--- src/rtl/core/hjdc_pkg.sv ---
// Shared types, constants and lookup tables for the Hijri / Julian day converter.
package hjdc_pkg;

    // Conversion direction carried in the input tuser bit
    localparam logic FUNC_TO_HIJRI = 1'b0;
    localparam logic FUNC_TO_JD    = 1'b1;

    localparam logic [3:0]  LAST_MONTH   = 4'd12;
    localparam logic [4:0]  LONG_MONTH   = 5'd30;
    localparam logic [4:0]  SHORT_MONTH  = 5'd29;

    // 1 Muharram 1 AH
    localparam logic [22:0] EPOCH_JD     = 23'd1948440;
    // jd - EPOCH_JD + 10632 - 1, the offset fed to the cycle divide
    localparam logic [22:0] CYC_BIAS     = 23'd1937809;
    // days in one 30-year cycle and floor(2^23 / 10631)
    localparam logic [22:0] CYC_DAYS     = 23'd10631;
    localparam logic [9:0]  CYC_RECIP    = 10'd789;
    localparam logic [13:0] CYC_L_BIAS   = 14'd355;
    // day index in the cycle where the second half-cycle formula starts
    localparam logic [13:0] LATE_START   = 14'd5670;
    localparam logic [13:0] L2_BIAS      = 14'd29;

    // floor(2^18 / 30) for (11y + 3) / 30
    localparam logic [13:0] DIV30_RECIP  = 14'd8738;
    localparam logic [5:0]  DIV30        = 6'd30;
    // remainder of (11y + 3) / 30 from which the year is a leap year
    localparam logic [5:0]  LEAP_REM_MIN = 6'd19;
    // Julian day of 1 Muharram of year y, less (11y + 3) / 30 + 354y
    localparam logic [22:0] YEAR_JD_BIAS = 23'd1948086;

    typedef logic [15:0][13:0] thr_early_tbl_t;
    typedef logic [31:0][13:0] thr_late_tbl_t;
    typedef logic [31:0][13:0] yr_ofs_tbl_t;
    typedef logic [15:0][8:0]  mon_tbl_t;

    // l >= entry k  <=>  floor(50 l / 17719) >= k
    function automatic thr_early_tbl_t build_thr_early();
        thr_early_tbl_t tbl;
        tbl = '0;
        for (int k = 1; k <= 15; k++) begin
            tbl[k] = 14'((17719 * k + 49) / 50);
        end
        return tbl;
    endfunction

    // l >= entry k  <=>  floor(43 l / 15238) >= k
    function automatic thr_late_tbl_t build_thr_late();
        thr_late_tbl_t tbl;
        tbl = '0;
        for (int k = 1; k <= 30; k++) begin
            tbl[k] = 14'((15238 * k + 42) / 43);
        end
        return tbl;
    endfunction

    // days of the cycle before year j of the cycle (offset form of the algorithm)
    function automatic yr_ofs_tbl_t build_yr_ofs();
        yr_ofs_tbl_t tbl;
        tbl = '0;
        for (int k = 0; k <= 30; k++) begin
            tbl[k] = 14'(((30 - k) / 15) * ((17719 * k) / 50)
                          + (k / 16) * ((15238 * k) / 43));
        end
        return tbl;
    endfunction

    // l2 >= entry k  <=>  floor(24 l2 / 709) >= k
    function automatic mon_tbl_t build_mon_start();
        mon_tbl_t tbl;
        tbl = '0;
        for (int k = 1; k <= 12; k++) begin
            tbl[k] = 9'((709 * k + 23) / 24);
        end
        return tbl;
    endfunction

    // floor(709 m / 24)
    function automatic mon_tbl_t build_mon_ofs();
        mon_tbl_t tbl;
        tbl = '0;
        for (int k = 0; k <= 12; k++) begin
            tbl[k] = 9'((709 * k) / 24);
        end
        return tbl;
    endfunction

    localparam thr_early_tbl_t YR_THR_EARLY = build_thr_early();
    localparam thr_late_tbl_t  YR_THR_LATE  = build_thr_late();
    localparam yr_ofs_tbl_t    YR_OFS       = build_yr_ofs();
    localparam mon_tbl_t       MON_START    = build_mon_start();
    localparam mon_tbl_t       MON_OFS      = build_mon_ofs();

    // One conversion as it moves down the pipeline
    typedef struct packed {
        logic        func;
        logic        ok;
        logic        chk_leap;   // day 30 of month 12: valid only in a leap year
        logic [22:0] jd;
        logic [14:0] y;
        logic [3:0]  m;
        logic [4:0]  d;
    } hjdc_item_t;

    // Cycle split: cycle count n and day index l inside the cycle
    typedef struct packed {
        hjdc_item_t  item;
        logic [9:0]  n;
        logic [13:0] l;
    } hjdc_split_t;

    typedef struct packed {
        logic        valid_res;
        logic [22:0] julian_day_out;
        logic [14:0] year_out;
        logic [3:0]  month_out;
        logic [4:0]  day_out;
        logic        leap_year;
        logic [2:0]  day_of_week;
        logic [8:0]  day_of_year;
    } hjdc_res_t;

endpackage

--- src/rtl/core/hjdc_year_split.sv ---
// Input check and 30-year cycle split of the day count (four stages).
module hjdc_year_split
    import hjdc_pkg::*;
(
    input  logic        aclk,
    input  logic        aresetn,
    input  logic        in_valid,
    output logic        in_ready,
    input  hjdc_item_t  in_item,
    output logic        out_valid,
    input  logic        out_ready,
    output hjdc_split_t out_data
);

    localparam int NSTG = 4;

    logic [NSTG-1:0] valid_reg;
    logic [NSTG-1:0] valid_in;
    logic [NSTG:0]   stg_en;

    hjdc_item_t  s1_item_reg, s1_item_next;
    logic [22:0] s1_a_reg, s1_a_next;
    hjdc_item_t  s2_item_reg;
    logic [22:0] s2_a_reg;
    logic [32:0] s2_prod_reg, s2_prod_next;
    hjdc_item_t  s3_item_reg;
    logic [9:0]  s3_qe_reg, s3_qe_next;
    logic [14:0] s3_rem_reg, s3_rem_next;
    hjdc_item_t  s4_item_reg;
    logic [9:0]  s4_n_reg, s4_n_next;
    logic [13:0] s4_l_reg, s4_l_next;

    logic [4:0]  len_max;
    logic [22:0] rem_full;
    logic [14:0] rem_adj;

    // a stage loads when empty or when its content moves on
    always_comb begin
        stg_en[NSTG] = out_ready;
        for (int i = NSTG - 1; i >= 0; i--) begin
            stg_en[i] = !valid_reg[i] || stg_en[i + 1];
        end
    end

    assign valid_in  = {valid_reg[NSTG-2:0], in_valid};
    assign in_ready  = stg_en[0];
    assign out_valid = valid_reg[NSTG-1];

    always_ff @(posedge aclk) begin
        if (!aresetn) begin
            valid_reg <= '0;
        end else begin
            for (int i = 0; i < NSTG; i++) begin
                if (stg_en[i]) valid_reg[i] <= valid_in[i];
            end
        end
    end

    // stage 1: date range check, cycle offset
    always_comb begin
        s1_item_next = in_item;
        len_max = (in_item.m[0] || in_item.m == LAST_MONTH) ? LONG_MONTH : SHORT_MONTH;
        if (in_item.func == FUNC_TO_JD) begin
            s1_item_next.ok = (in_item.y != '0) && (in_item.m != '0)
                              && (in_item.m <= LAST_MONTH) && (in_item.d != '0)
                              && (in_item.d <= len_max);
            s1_item_next.chk_leap = (in_item.m == LAST_MONTH) && (in_item.d == LONG_MONTH);
        end else begin
            s1_item_next.ok = (in_item.jd >= EPOCH_JD);
            s1_item_next.chk_leap = 1'b0;
        end
        s1_a_next = in_item.jd - CYC_BIAS;
    end

    // stage 2: reciprocal multiply
    assign s2_prod_next = 33'(s1_a_reg) * 33'(CYC_RECIP);

    // stage 3: quotient estimate is exact or one short
    always_comb begin
        s3_qe_next  = s2_prod_reg[32:23];
        rem_full    = s2_a_reg - 23'(s3_qe_next) * CYC_DAYS;
        s3_rem_next = rem_full[14:0];
    end

    // stage 4: correction
    always_comb begin
        if (s3_rem_reg >= 15'(CYC_DAYS)) begin
            s4_n_next = s3_qe_reg + 10'd1;
            rem_adj   = s3_rem_reg - 15'(CYC_DAYS);
        end else begin
            s4_n_next = s3_qe_reg;
            rem_adj   = s3_rem_reg;
        end
        s4_l_next = rem_adj[13:0] + CYC_L_BIAS;
    end

    always_ff @(posedge aclk) begin
        if (stg_en[0]) begin
            s1_item_reg <= s1_item_next;
            s1_a_reg    <= s1_a_next;
        end
        if (stg_en[1]) begin
            s2_item_reg <= s1_item_reg;
            s2_a_reg    <= s1_a_reg;
            s2_prod_reg <= s2_prod_next;
        end
        if (stg_en[2]) begin
            s3_item_reg <= s2_item_reg;
            s3_qe_reg   <= s3_qe_next;
            s3_rem_reg  <= s3_rem_next;
        end
        if (stg_en[3]) begin
            s4_item_reg <= s3_item_reg;
            s4_n_reg    <= s4_n_next;
            s4_l_reg    <= s4_l_next;
        end
    end

    assign out_data.item = s4_item_reg;
    assign out_data.n    = s4_n_reg;
    assign out_data.l    = s4_l_reg;

    // the corrected remainder always lands inside one cycle
    a_cycle_day_range: assert property (@(posedge aclk) disable iff (!aresetn)
        valid_reg[2] && stg_en[3] |=> (s4_l_reg >= CYC_L_BIAS) && (s4_l_reg <= 14'd10985))
        else $error("cycle day index out of range");

endmodule

--- src/rtl/core/hjdc_date_split.sv ---
// Year of cycle, month and day from the cycle day index (four stages).
module hjdc_date_split
    import hjdc_pkg::*;
(
    input  logic        aclk,
    input  logic        aresetn,
    input  logic        in_valid,
    output logic        in_ready,
    input  hjdc_split_t in_data,
    output logic        out_valid,
    input  logic        out_ready,
    output hjdc_item_t  out_item
);

    localparam int NSTG = 4;

    logic [NSTG-1:0] valid_reg;
    logic [NSTG-1:0] valid_in;
    logic [NSTG:0]   stg_en;

    hjdc_item_t  s1_item_reg;
    logic [9:0]  s1_n_reg;
    logic [13:0] s1_l_reg;
    logic [4:0]  s1_j_reg, s1_j_next;
    hjdc_item_t  s2_item_reg, s2_item_next;
    logic [8:0]  s2_l2_reg, s2_l2_next;
    hjdc_item_t  s3_item_reg, s3_item_next;
    logic [8:0]  s3_l2_reg;
    hjdc_item_t  s4_item_reg, s4_item_next;

    logic [14:0] hit_early;
    logic [29:0] hit_late;
    logic [11:0] hit_mon;
    logic [14:0] y_calc;
    logic [13:0] l2_full;
    logic [8:0]  d_full;

    always_comb begin
        stg_en[NSTG] = out_ready;
        for (int i = NSTG - 1; i >= 0; i--) begin
            stg_en[i] = !valid_reg[i] || stg_en[i + 1];
        end
    end

    assign valid_in  = {valid_reg[NSTG-2:0], in_valid};
    assign in_ready  = stg_en[0];
    assign out_valid = valid_reg[NSTG-1];

    always_ff @(posedge aclk) begin
        if (!aresetn) begin
            valid_reg <= '0;
        end else begin
            for (int i = 0; i < NSTG; i++) begin
                if (stg_en[i]) valid_reg[i] <= valid_in[i];
            end
        end
    end

    // stage 1: year of cycle by threshold compare; the two half-cycles use
    // different slope constants
    always_comb begin
        for (int k = 1; k <= 15; k++) begin
            hit_early[k - 1] = (in_data.l >= YR_THR_EARLY[k]);
        end
        for (int k = 1; k <= 30; k++) begin
            hit_late[k - 1] = (in_data.l >= YR_THR_LATE[k]);
        end
        if (in_data.l >= LATE_START) begin
            s1_j_next = 5'($countones(hit_late));
        end else begin
            s1_j_next = 5'($countones(hit_early));
        end
    end

    // stage 2: absolute year, day index inside the year
    always_comb begin
        s2_item_next = s1_item_reg;
        y_calc  = 15'(s1_n_reg) * 15'd30 + 15'(s1_j_reg) - 15'd30;
        l2_full = s1_l_reg - YR_OFS[s1_j_reg] + L2_BIAS;
        s2_l2_next = l2_full[8:0];
        if (s1_item_reg.func == FUNC_TO_HIJRI) s2_item_next.y = y_calc;
    end

    // stage 3: month
    always_comb begin
        s3_item_next = s2_item_reg;
        for (int k = 1; k <= 12; k++) begin
            hit_mon[k - 1] = (s2_l2_reg >= MON_START[k]);
        end
        if (s2_item_reg.func == FUNC_TO_HIJRI) s3_item_next.m = 4'($countones(hit_mon));
    end

    // stage 4: day of month
    always_comb begin
        s4_item_next = s3_item_reg;
        d_full = s3_l2_reg - MON_OFS[s3_item_reg.m];
        if (s3_item_reg.func == FUNC_TO_HIJRI) s4_item_next.d = d_full[4:0];
    end

    always_ff @(posedge aclk) begin
        if (stg_en[0]) begin
            s1_item_reg <= in_data.item;
            s1_n_reg    <= in_data.n;
            s1_l_reg    <= in_data.l;
            s1_j_reg    <= s1_j_next;
        end
        if (stg_en[1]) begin
            s2_item_reg <= s2_item_next;
            s2_l2_reg   <= s2_l2_next;
        end
        if (stg_en[2]) begin
            s3_item_reg <= s3_item_next;
            s3_l2_reg   <= s2_l2_reg;
        end
        if (stg_en[3]) begin
            s4_item_reg <= s4_item_next;
        end
    end

    assign out_item = s4_item_reg;

    // a valid day count must decode to a real month and day
    a_decoded_date: assert property (@(posedge aclk) disable iff (!aresetn)
        out_valid && out_item.ok && (out_item.func == FUNC_TO_HIJRI)
        |-> (out_item.m != '0) && (out_item.m <= LAST_MONTH)
            && (out_item.d != '0) && (out_item.d <= LONG_MONTH))
        else $error("decoded month or day out of range");

endmodule

--- src/rtl/core/hjdc_cal_back.sv ---
// Leap flag, start-of-year day, Julian day, day of year and weekday (eight stages).
module hjdc_cal_back
    import hjdc_pkg::*;
(
    input  logic       aclk,
    input  logic       aresetn,
    input  logic       in_valid,
    output logic       in_ready,
    input  hjdc_item_t in_item,
    output logic       out_valid,
    input  logic       out_ready,
    output hjdc_res_t  out_res
);

    localparam int NSTG = 8;

    logic [NSTG-1:0] valid_reg;
    logic [NSTG-1:0] valid_in;
    logic [NSTG:0]   stg_en;

    hjdc_item_t  s1_item_reg;
    logic [17:0] s1_t_reg, s1_t_next;
    logic [8:0]  s1_doy_reg, s1_doy_next;
    hjdc_item_t  s2_item_reg;
    logic [17:0] s2_t_reg;
    logic [31:0] s2_prod_reg, s2_prod_next;
    logic [8:0]  s2_doy_reg;
    hjdc_item_t  s3_item_reg;
    logic [13:0] s3_qe_reg, s3_qe_next;
    logic [5:0]  s3_rem_reg, s3_rem_next;
    logic [8:0]  s3_doy_reg;
    hjdc_item_t  s4_item_reg, s4_item_next;
    logic [13:0] s4_q_reg, s4_q_next;
    logic        s4_leap_reg, s4_leap_next;
    logic [8:0]  s4_doy_reg;
    hjdc_item_t  s5_item_reg;
    logic [22:0] s5_base_reg, s5_base_next;
    logic        s5_leap_reg;
    logic [8:0]  s5_doy_reg;
    hjdc_item_t  s6_item_reg, s6_item_next;
    logic [8:0]  s6_doy_reg, s6_doy_next;
    logic        s6_leap_reg;
    hjdc_item_t  s7_item_reg;
    logic [8:0]  s7_doy_reg;
    logic        s7_leap_reg;
    logic [5:0]  s7_sum_reg, s7_sum_next;
    hjdc_res_t   res_reg, res_next;

    logic [3:0]  mm1;
    logic [17:0] rem_full;
    logic [5:0]  rem_adj;
    logic [22:0] doy_full;
    logic [23:0] jd_pad;
    logic [3:0]  wk_a;
    logic [3:0]  wk_b;
    logic [3:0]  wk_c;

    always_comb begin
        stg_en[NSTG] = out_ready;
        for (int i = NSTG - 1; i >= 0; i--) begin
            stg_en[i] = !valid_reg[i] || stg_en[i + 1];
        end
    end

    assign valid_in  = {valid_reg[NSTG-2:0], in_valid};
    assign in_ready  = stg_en[0];
    assign out_valid = valid_reg[NSTG-1];

    always_ff @(posedge aclk) begin
        if (!aresetn) begin
            valid_reg <= '0;
        end else begin
            for (int i = 0; i < NSTG; i++) begin
                if (stg_en[i]) valid_reg[i] <= valid_in[i];
            end
        end
    end

    // stage 1: 11y + 3, day of year from month and day
    always_comb begin
        s1_t_next   = 18'(in_item.y) * 18'd11 + 18'd3;
        mm1         = in_item.m - 4'd1;
        s1_doy_next = 9'(mm1) * 9'd30 - 9'(mm1 >> 1) + 9'(in_item.d) - 9'd1;
    end

    // stage 2: reciprocal multiply for the divide by 30
    assign s2_prod_next = 32'(s1_t_reg) * 32'(DIV30_RECIP);

    // stage 3: estimate and remainder
    always_comb begin
        s3_qe_next  = s2_prod_reg[31:18];
        rem_full    = s2_t_reg - 18'(s3_qe_next) * 18'(DIV30);
        s3_rem_next = rem_full[5:0];
    end

    // stage 4: correction; leap year when (11y + 14) mod 30 < 11
    always_comb begin
        s4_item_next = s3_item_reg;
        if (s3_rem_reg >= DIV30) begin
            s4_q_next = s3_qe_reg + 14'd1;
            rem_adj   = s3_rem_reg - DIV30;
        end else begin
            s4_q_next = s3_qe_reg;
            rem_adj   = s3_rem_reg;
        end
        s4_leap_next = (rem_adj >= LEAP_REM_MIN);
        if (s3_item_reg.chk_leap && !s4_leap_next) s4_item_next.ok = 1'b0;
    end

    // stage 5: Julian day of 1 Muharram
    assign s5_base_next = 23'(s4_q_reg) + 23'(s4_item_reg.y) * 23'd354 + YEAR_JD_BIAS;

    // stage 6: Julian day or day of year, depending on direction
    always_comb begin
        s6_item_next = s5_item_reg;
        doy_full     = s5_item_reg.jd - s5_base_reg;
        if (s5_item_reg.func == FUNC_TO_JD) begin
            s6_item_next.jd = s5_base_reg + 23'(s5_doy_reg);
            s6_doy_next     = s5_doy_reg;
        end else begin
            s6_doy_next     = doy_full[8:0];
        end
    end

    // stage 7: octal digit sum, since 8 = 1 mod 7
    always_comb begin
        jd_pad      = {1'b0, s6_item_reg.jd};
        s7_sum_next = '0;
        for (int k = 0; k < 8; k++) begin
            s7_sum_next = s7_sum_next + 6'(jd_pad[3 * k +: 3]);
        end
    end

    // stage 8: finish mod 7, zero everything for an invalid date
    always_comb begin
        wk_a = 4'(s7_sum_reg[5:3]) + 4'(s7_sum_reg[2:0]);
        wk_b = 4'(wk_a[3]) + 4'(wk_a[2:0]);
        wk_c = (wk_b >= 4'd7) ? wk_b - 4'd7 : wk_b;
        res_next = '0;
        if (s7_item_reg.ok) begin
            res_next.valid_res      = 1'b1;
            res_next.julian_day_out = s7_item_reg.jd;
            res_next.year_out       = s7_item_reg.y;
            res_next.month_out      = s7_item_reg.m;
            res_next.day_out        = s7_item_reg.d;
            res_next.leap_year      = s7_leap_reg;
            res_next.day_of_week    = wk_c[2:0] + 3'd1;
            res_next.day_of_year    = s7_doy_reg;
        end
    end

    always_ff @(posedge aclk) begin
        if (stg_en[0]) begin
            s1_item_reg <= in_item;
            s1_t_reg    <= s1_t_next;
            s1_doy_reg  <= s1_doy_next;
        end
        if (stg_en[1]) begin
            s2_item_reg <= s1_item_reg;
            s2_t_reg    <= s1_t_reg;
            s2_prod_reg <= s2_prod_next;
            s2_doy_reg  <= s1_doy_reg;
        end
        if (stg_en[2]) begin
            s3_item_reg <= s2_item_reg;
            s3_qe_reg   <= s3_qe_next;
            s3_rem_reg  <= s3_rem_next;
            s3_doy_reg  <= s2_doy_reg;
        end
        if (stg_en[3]) begin
            s4_item_reg <= s4_item_next;
            s4_q_reg    <= s4_q_next;
            s4_leap_reg <= s4_leap_next;
            s4_doy_reg  <= s3_doy_reg;
        end
        if (stg_en[4]) begin
            s5_item_reg <= s4_item_reg;
            s5_base_reg <= s5_base_next;
            s5_leap_reg <= s4_leap_reg;
            s5_doy_reg  <= s4_doy_reg;
        end
        if (stg_en[5]) begin
            s6_item_reg <= s6_item_next;
            s6_doy_reg  <= s6_doy_next;
            s6_leap_reg <= s5_leap_reg;
        end
        if (stg_en[6]) begin
            s7_item_reg <= s6_item_reg;
            s7_doy_reg  <= s6_doy_reg;
            s7_leap_reg <= s6_leap_reg;
            s7_sum_reg  <= s7_sum_next;
        end
        if (stg_en[7]) begin
            res_reg <= res_next;
        end
    end

    assign out_res = res_reg;

    a_div30_rem: assert property (@(posedge aclk) disable iff (!aresetn)
        valid_reg[1] && stg_en[2] |=> (s3_rem_reg < 6'd60))
        else $error("divide by 30 estimate off by more than one");

    a_invalid_zero: assert property (@(posedge aclk) disable iff (!aresetn)
        out_valid && !out_res.valid_res |-> (out_res == '0))
        else $error("invalid result carries nonzero fields");

    a_valid_fields: assert property (@(posedge aclk) disable iff (!aresetn)
        out_valid && out_res.valid_res
        |-> (out_res.day_of_week != '0) && (out_res.day_of_year <= 9'd354)
            && (out_res.year_out != '0))
        else $error("valid result with weekday, day of year or year out of range");

endmodule

--- src/rtl/core/hijri_julian_day_converter.sv ---
// Top level of the tabular Islamic calendar / Julian day converter.
//
//  channel | dir | payload                                          | handshake
//  s_axis  | in  | tuser: func, tdata: day number or Hijri date     | tvalid/tready
//  m_axis  | out | tuser: valid_res, tdata: full converted date     | tvalid/tready
//
// One transaction per clock sustained in either direction unless m_axis stalls.
// There are four stages for the 30-year cycle divide, four for year/month/day,
// and eight for the leap flag, start of year, day of year and weekday.
// Reset clears only the stage valid bits; payload registers are not reset.
// A stall on m_axis holds the last stage; earlier stages keep filling empty
// slots, so s_axis_tready drops only when every stage holds a transaction.
module hijri_julian_day_converter
    import hjdc_pkg::*;
(
    input  logic        aclk,
    input  logic        aresetn,
    input  logic        s_axis_tvalid,
    output logic        s_axis_tready,
    // julian_day[22:0], year_in[36:23], month_in[40:37], day_in[45:41], zero[47:46]
    input  logic [47:0] s_axis_tdata,
    // func[0]
    input  logic        s_axis_tuser,
    output logic        m_axis_tvalid,
    input  logic        m_axis_tready,
    // julian_day_out[22:0], year_out[37:23], month_out[41:38], day_out[46:42],
    // leap_year[47], day_of_week[50:48], day_of_year[59:51], zero[63:60]
    output logic [63:0] m_axis_tdata,
    // valid_res[0]
    output logic        m_axis_tuser
);

    hjdc_item_t  in_item;
    hjdc_split_t ys_data;
    hjdc_item_t  ds_item;
    hjdc_res_t   res;
    logic        ys_valid, ys_ready;
    logic        ds_valid, ds_ready;

    always_comb begin
        in_item          = '0;
        in_item.func     = s_axis_tuser;
        in_item.jd       = s_axis_tdata[22:0];
        in_item.y        = {1'b0, s_axis_tdata[36:23]};
        in_item.m        = s_axis_tdata[40:37];
        in_item.d        = s_axis_tdata[45:41];
    end

    hjdc_year_split u_year_split (
        .aclk      (aclk),
        .aresetn   (aresetn),
        .in_valid  (s_axis_tvalid),
        .in_ready  (s_axis_tready),
        .in_item   (in_item),
        .out_valid (ys_valid),
        .out_ready (ys_ready),
        .out_data  (ys_data)
    );

    hjdc_date_split u_date_split (
        .aclk      (aclk),
        .aresetn   (aresetn),
        .in_valid  (ys_valid),
        .in_ready  (ys_ready),
        .in_data   (ys_data),
        .out_valid (ds_valid),
        .out_ready (ds_ready),
        .out_item  (ds_item)
    );

    hjdc_cal_back u_cal_back (
        .aclk      (aclk),
        .aresetn   (aresetn),
        .in_valid  (ds_valid),
        .in_ready  (ds_ready),
        .in_item   (ds_item),
        .out_valid (m_axis_tvalid),
        .out_ready (m_axis_tready),
        .out_res   (res)
    );

    assign m_axis_tuser = res.valid_res;
    assign m_axis_tdata = {4'b0000, res.day_of_year, res.day_of_week, res.leap_year,
                           res.day_out, res.month_out, res.year_out, res.julian_day_out};

endmodule

--- config.mk ---
export PLATFORM = sky130hd
export DESIGN_NAME = hijri_julian_day_converter
export DESIGN_NICKNAME = d
export VERILOG_FILES = /design/src/rtl/core/hjdc_pkg.sv /design/src/rtl/core/hjdc_year_split.sv /design/src/rtl/core/hjdc_date_split.sv /design/src/rtl/core/hjdc_cal_back.sv /design/src/rtl/core/hijri_julian_day_converter.sv
export SDC_FILE = /design/constraint.sdc
export NUM_CORES = 2
export LEC_CHECK = 0
export BUFFER_PORTS_ARGS = -buffer_cell sky130_fd_sc_hd__clkbuf_2
export CORE_MARGIN = 5
export CORE_UTILIZATION = 35
export DETAILED_ROUTE_END_ITERATION = 10
export GPL_ROUTABILITY_DRIVEN = 1
export SYNTH_ARGS = -nofsm -noshare
export SYNTH_HDL_FRONTEND = slang
export SYNTH_SLANG_ARGS = --single-unit
--- constraint.sdc ---
create_clock -name aclk -period 14.9 [get_ports aclk]
set_input_delay 2.98 -clock aclk [delete_from_list [all_inputs] [get_ports aclk]]
set_output_delay 2.98 -clock aclk [all_outputs]
set_load 0.01 [all_outputs]
# Yosys cells after proc, flatten, opt, wreduce, memory -nomap -nowiden
# Memory sizes are Yosys's and may differ from the RTL's. A register that Yosys moved wholly into a read port is not among the register bits.
# Index checks and enable logic that the tools add are counted.
# Widths: inputs -> output; s select.
# totals
ff_bits	1159
romBits	592
inputBits	53
n_memories	2
# classes
addsub	79
n_mul	8
order_cmp	52
n_eq_ne	2
muxes	18
reduce_logical	43
# mem_list
name	depth	width	read_ports	rd_ports_with_merged_regs	wr	line	rtl
(name not given)	32	14	1	1	0	hjdc_date_split.sv:79	l2_full = s1_l_reg - YR_OFS[s1_j_reg] + L2_BIAS;
(name not given)	16	9	1	1	0	hjdc_date_split.sv:96	d_full = s3_l2_reg - MON_OFS[s3_item_reg.m];
# ops
cell	count
$ge 14x13->1 const B	12
$ge 14x12->1 const B	7
$ge 14x14->1 const B	7
$add 5x5->5	18
$mux 61	1
$add 1x1->2	22
$ge 14x11->1 const B	3
$mux 14	3
$ge 9x8->1 const B	4
$ge 9x9->1 const B	4
$mul 23x10->33 const B	1
$mul 18x13->31 const B	1
$add 6x3->6	5
$add 14x23->23	1
$add 23x21->23 const B	1
$add 23x9->23	1
$ge 23x21->1 const B	1
$mux 23	1
$sub 23x21->23 const B	1
$mul 15x8->22 const B	1
$add 4x4->4	5
$mux 5	4
$add 18x2->18 const B	1
$ge 9x7->1 const B	2
52 further kinds	95

# Longest topological paths before layout
# depth
word_depth	17
mapped_depth	30
ltp_nobuf	27

# Hierarchy
# A second synthesis with hierarchy kept.
# hier_totals
cells_unflattened	4062
hier_area_um2	57073.5
# modules_own_cells
module	n_inst	cells_per_inst	area_each_um2	seq_area_each_um2
hjdc_cal_back	1	1861	27518.9	17366.7
hjdc_year_split	1	1114	15961.6	8998.6
hjdc_date_split	1	1082	13559.3	7507.2
hijri_julian_day_converter	1	5	33.8	0.0

# Worst setup path after synthesis
# OpenSTA, ideal clock, no wires.
# synth_timing
path_kind	in2out
startpoint	input m_axis_tready
endpoint	output s_axis_tready
arrival_time_ns	7.213
required_ns	11.920
slack_ns	4.707
path_stages	10
n_path_buf	2
cell_sequence	and3b_1 > buf_4 > nand2_4 > nor2_4 > inv_2 > nor2_8 > and3_1 > buf_4 > and3_1 > nand3_1
# synth_via
elab_chain_len	16
# synth_lines
item	line	rtl
from (decl)	hijri_julian_day_converter.sv:25	input logic m_axis_tready,
$logic_or 1x1->1 (5 in a row)	hjdc_cal_back.sv:61	stg_en[i] = !valid_reg[i] || stg_en[i + 1];
via u_cal_back.stg_en[3]	hjdc_cal_back.sv:19	logic [NSTG:0] stg_en;
$logic_or 1x1->1	hjdc_cal_back.sv:61	
via u_cal_back.stg_en[2]	hjdc_cal_back.sv:19	
$logic_or 1x1->1 (2 in a row)	hjdc_cal_back.sv:61	
$logic_or 1x1->1 (4 in a row)	hjdc_date_split.sv:41	stg_en[i] = !valid_reg[i] || stg_en[i + 1];
$logic_or 1x1->1 (4 in a row)	hjdc_year_split.sv:41	stg_en[i] = !valid_reg[i] || stg_en[i + 1];
to (decl)	hijri_julian_day_converter.sv:19	output logic s_axis_tready,
# The timed path passes the listed nets, and every way through them passes these cells.

# Worst setup path in the final report
# Ends and elaborated chain as after synthesis.

==> run metrics <==
status=completed; CP Data Required Time=roughly 12 ns; starting density of the core=roughly a third; Syn Inst Count=4173; count leader, synth=edfxtp_1; post-CTS resize count=0; Final Hold Vio Count=0; row cnt=between 100 and 150; top cell type's share of synthesized area=between 50% and 60%; # port buffers=113; ys flop type=edfxtp_1; synth unique cells=between 90 and 100; Avg Vias per Cell=4.512; Die Area=172200 µm²; grt ovf=0; CTS Hold Buffers Added=0; Layout area overhead=12.19%; CTS sink cnt=1133; Starting DRT DRC Count=about 1600; IO Count=between 100 and 150; Pre-antenna DRT Iters=6; share of cells above drive strength 1=under 10%; RSZ-0062 raised after global routing=no; Num CTS Buffers=roughly 110; DIE HEIGHT=415.0 µm; Worst Path Max Fanout=35; crit path DAT=6.00 ns; Worst Setup End Kind=output pin; #FFs+latches synth=1133; clock latency on the worst-skew pair=between 0.7 and 0.8 ns; max_cap viols=0; DRC errors left=0; H-tree depth=3; pre-CTS setup slack=5.864 ns; initial antenna violation count=3; Final Cycle Share=around 60%; Hold Path Class=flip-flop to flip-flop; Fmax=~110 MHz; DRT antenna net count=0; slew margin rel.=around 19%; GRT Overall Usage=a little under an eighth; final worst slack=slightly below 6 ns; number of global-route vias before repair=about 30000; GP Congestion=0.8261; Largest register FFs=just over 60; Synth Cell Area=roughly 57000 µm²; root buffer cell=clkbuf_16; Post-synth top cells=1103 x edfxtp_1, 700 x inv_1, 543 x ha_1; vias=29870; first-pass GRT wire length=around 160000 µm; register with the most flip-flops=u_cal_back.out_res; HPWL Detailed=approximately 70000 µm; skew final=between 0.05 and 0.06 ns; type of the worst setup path=primary input to output pin; Post-CTS Setup Repair Bufs=0; number of synthesized flops with an enable pin=1103; FILL cells=between 15000 and 20000; CTS tree=done; Post-synth ARST share=0%; Final Setup Violations=0; Synth Warn #=0; Startpoint Class=primary input; CORE AREA=about 160000 µm²; cell taking the most area after synthesis=edfxtp_1; Final Critical Period=8.982 ns; antenna cells=0; nets=just over 5000; Die W=415.0 µm; Synth area leaders=edfxtp_1 58%, ha_1 12%, fa_1 7.6%; max-slew violations=0; Syn Area/Cell=between 10 and 15 µm²; Worst Tran Pin Value=1.198 ns; clock transition at the registers of the reported paths=about 0.06 ns; final wirelength=between 90000 and 100000 µm; largest net degree at the start of global routing=70; setup TNS=0 ns; register area share after synthesis=around three fifths; WL/cell=14.55 µm; CTS max path bufs=3
[cells in the final DEF, fill, tap and decap left out, types with 30 or more instances in the layout]
cell / netlist / routed
nor2_1: 168 / 168
nor3_1: 38 / 38
o21ai_0: 123 / 123
a21o_1: 57 / 57
xor2_1: 86 / 86
clkbuf_16: 0 / 112
clkbuf_2: 1 / 113
nand2_1: 150 / 144
dfxtp_1: 30 / 30
and2_1: 71 / 71
a21oi_1: 174 / 174
o21a_1: 31 / 31
xnor2_1: 173 / 173
fa_1: 217 / 217
nand3_1: 55 / 53
inv_1: 700 / 696
edfxtp_1: 1103 / 1103
ha_1: 543 / 543
[critical path: stages]
cell	delay, ns
clkbuf_2	0.09
and3b_1	0.43
nand2_4	0.27
nor2_4	0.23
inv_2	0.34
nor2_8	0.32
and3_1	0.19
buf_4	0.21
and3_1	0.38
nand3_4	0.31
clkbuf_2	0.23
[kinds of logic after synthesis]
| group | synth area share, % |
|---|---|
| other | 0.006532 |
| AO/OA/AOI/OAI | 6.342 |
| adder cells (fa/ha/maj) | 19.40 |
| AND/OR/NAND/NOR | 5.632 |
| flip-flops | 58.74 |
| multiplexers | 0.7737 |
| buffers and inverters | 5.111 |
| XOR/XNOR | 3.991 |
[area by class of cell]
cell class                      instances  area, µm²  share of cell area [%]
Multi-Input combinational cell       2272      20820                   32.33
Inverter                              702       2638                   4.095
Clock inverter                         77      928.4                   1.441
Sequential cell                      1133      33720                   52.36
Timing Repair Buffer                  134      723.2                   1.123
Clock buffer                          126       2855                   4.433
Tap cell                             2175       2721                   4.225
[stage by stage]
step | util [%] | area (µm²) | hold WS, ns | cells
detailed placement | 37.20 | 60620 | 0.4045 | 6416
finish | 39.52 | 64410 | 0.3939 | 6619
global route | 39.52 | 64410 | 0.4022 | 6619
global placement | 37.20 | 60620 | 0.4001 | 6416
floorplan | - | 57420 | 0.4003 | 4176
CTS | 39.52 | 64410 | 0.3954 | 6619
[per-layer routing]
layer | part of all wire (%) | GRT usage, % | vias to the layer above | wire [µm]
met3 | 3.9 | 2.009 | 151 | 3728
met4 | 2.2 | 2.663 | 2 | 2124
met2 | 46 | 18.30 | 477 | 44640
met1 | 48 | 15.79 | 14300 | 45810
li1 | - | - | 14940 | -
met5 | 0.013 | 0 | - | 13
[worst paths after layout]
check	slack, ns	endpoint	start	depth (start not counted)
worst max-delay path	5.92	s_axis_tready	m_axis_tready	11
worst min-delay path	0.39	u_date_split.s3_item_reg[36]	u_date_split.s2_item_reg[36]	0
worst max register to register	6.57	flip-flop	u_year_split.s4_l_reg[5]	25
worst min register to register	0.39	u_date_split.s3_item_reg[36]	u_date_split.s2_item_reg[36]	0
Power is left out: the tool's default activity adds up to more than one toggle a clock period on the data nets, which glitch-free logic cannot reach.
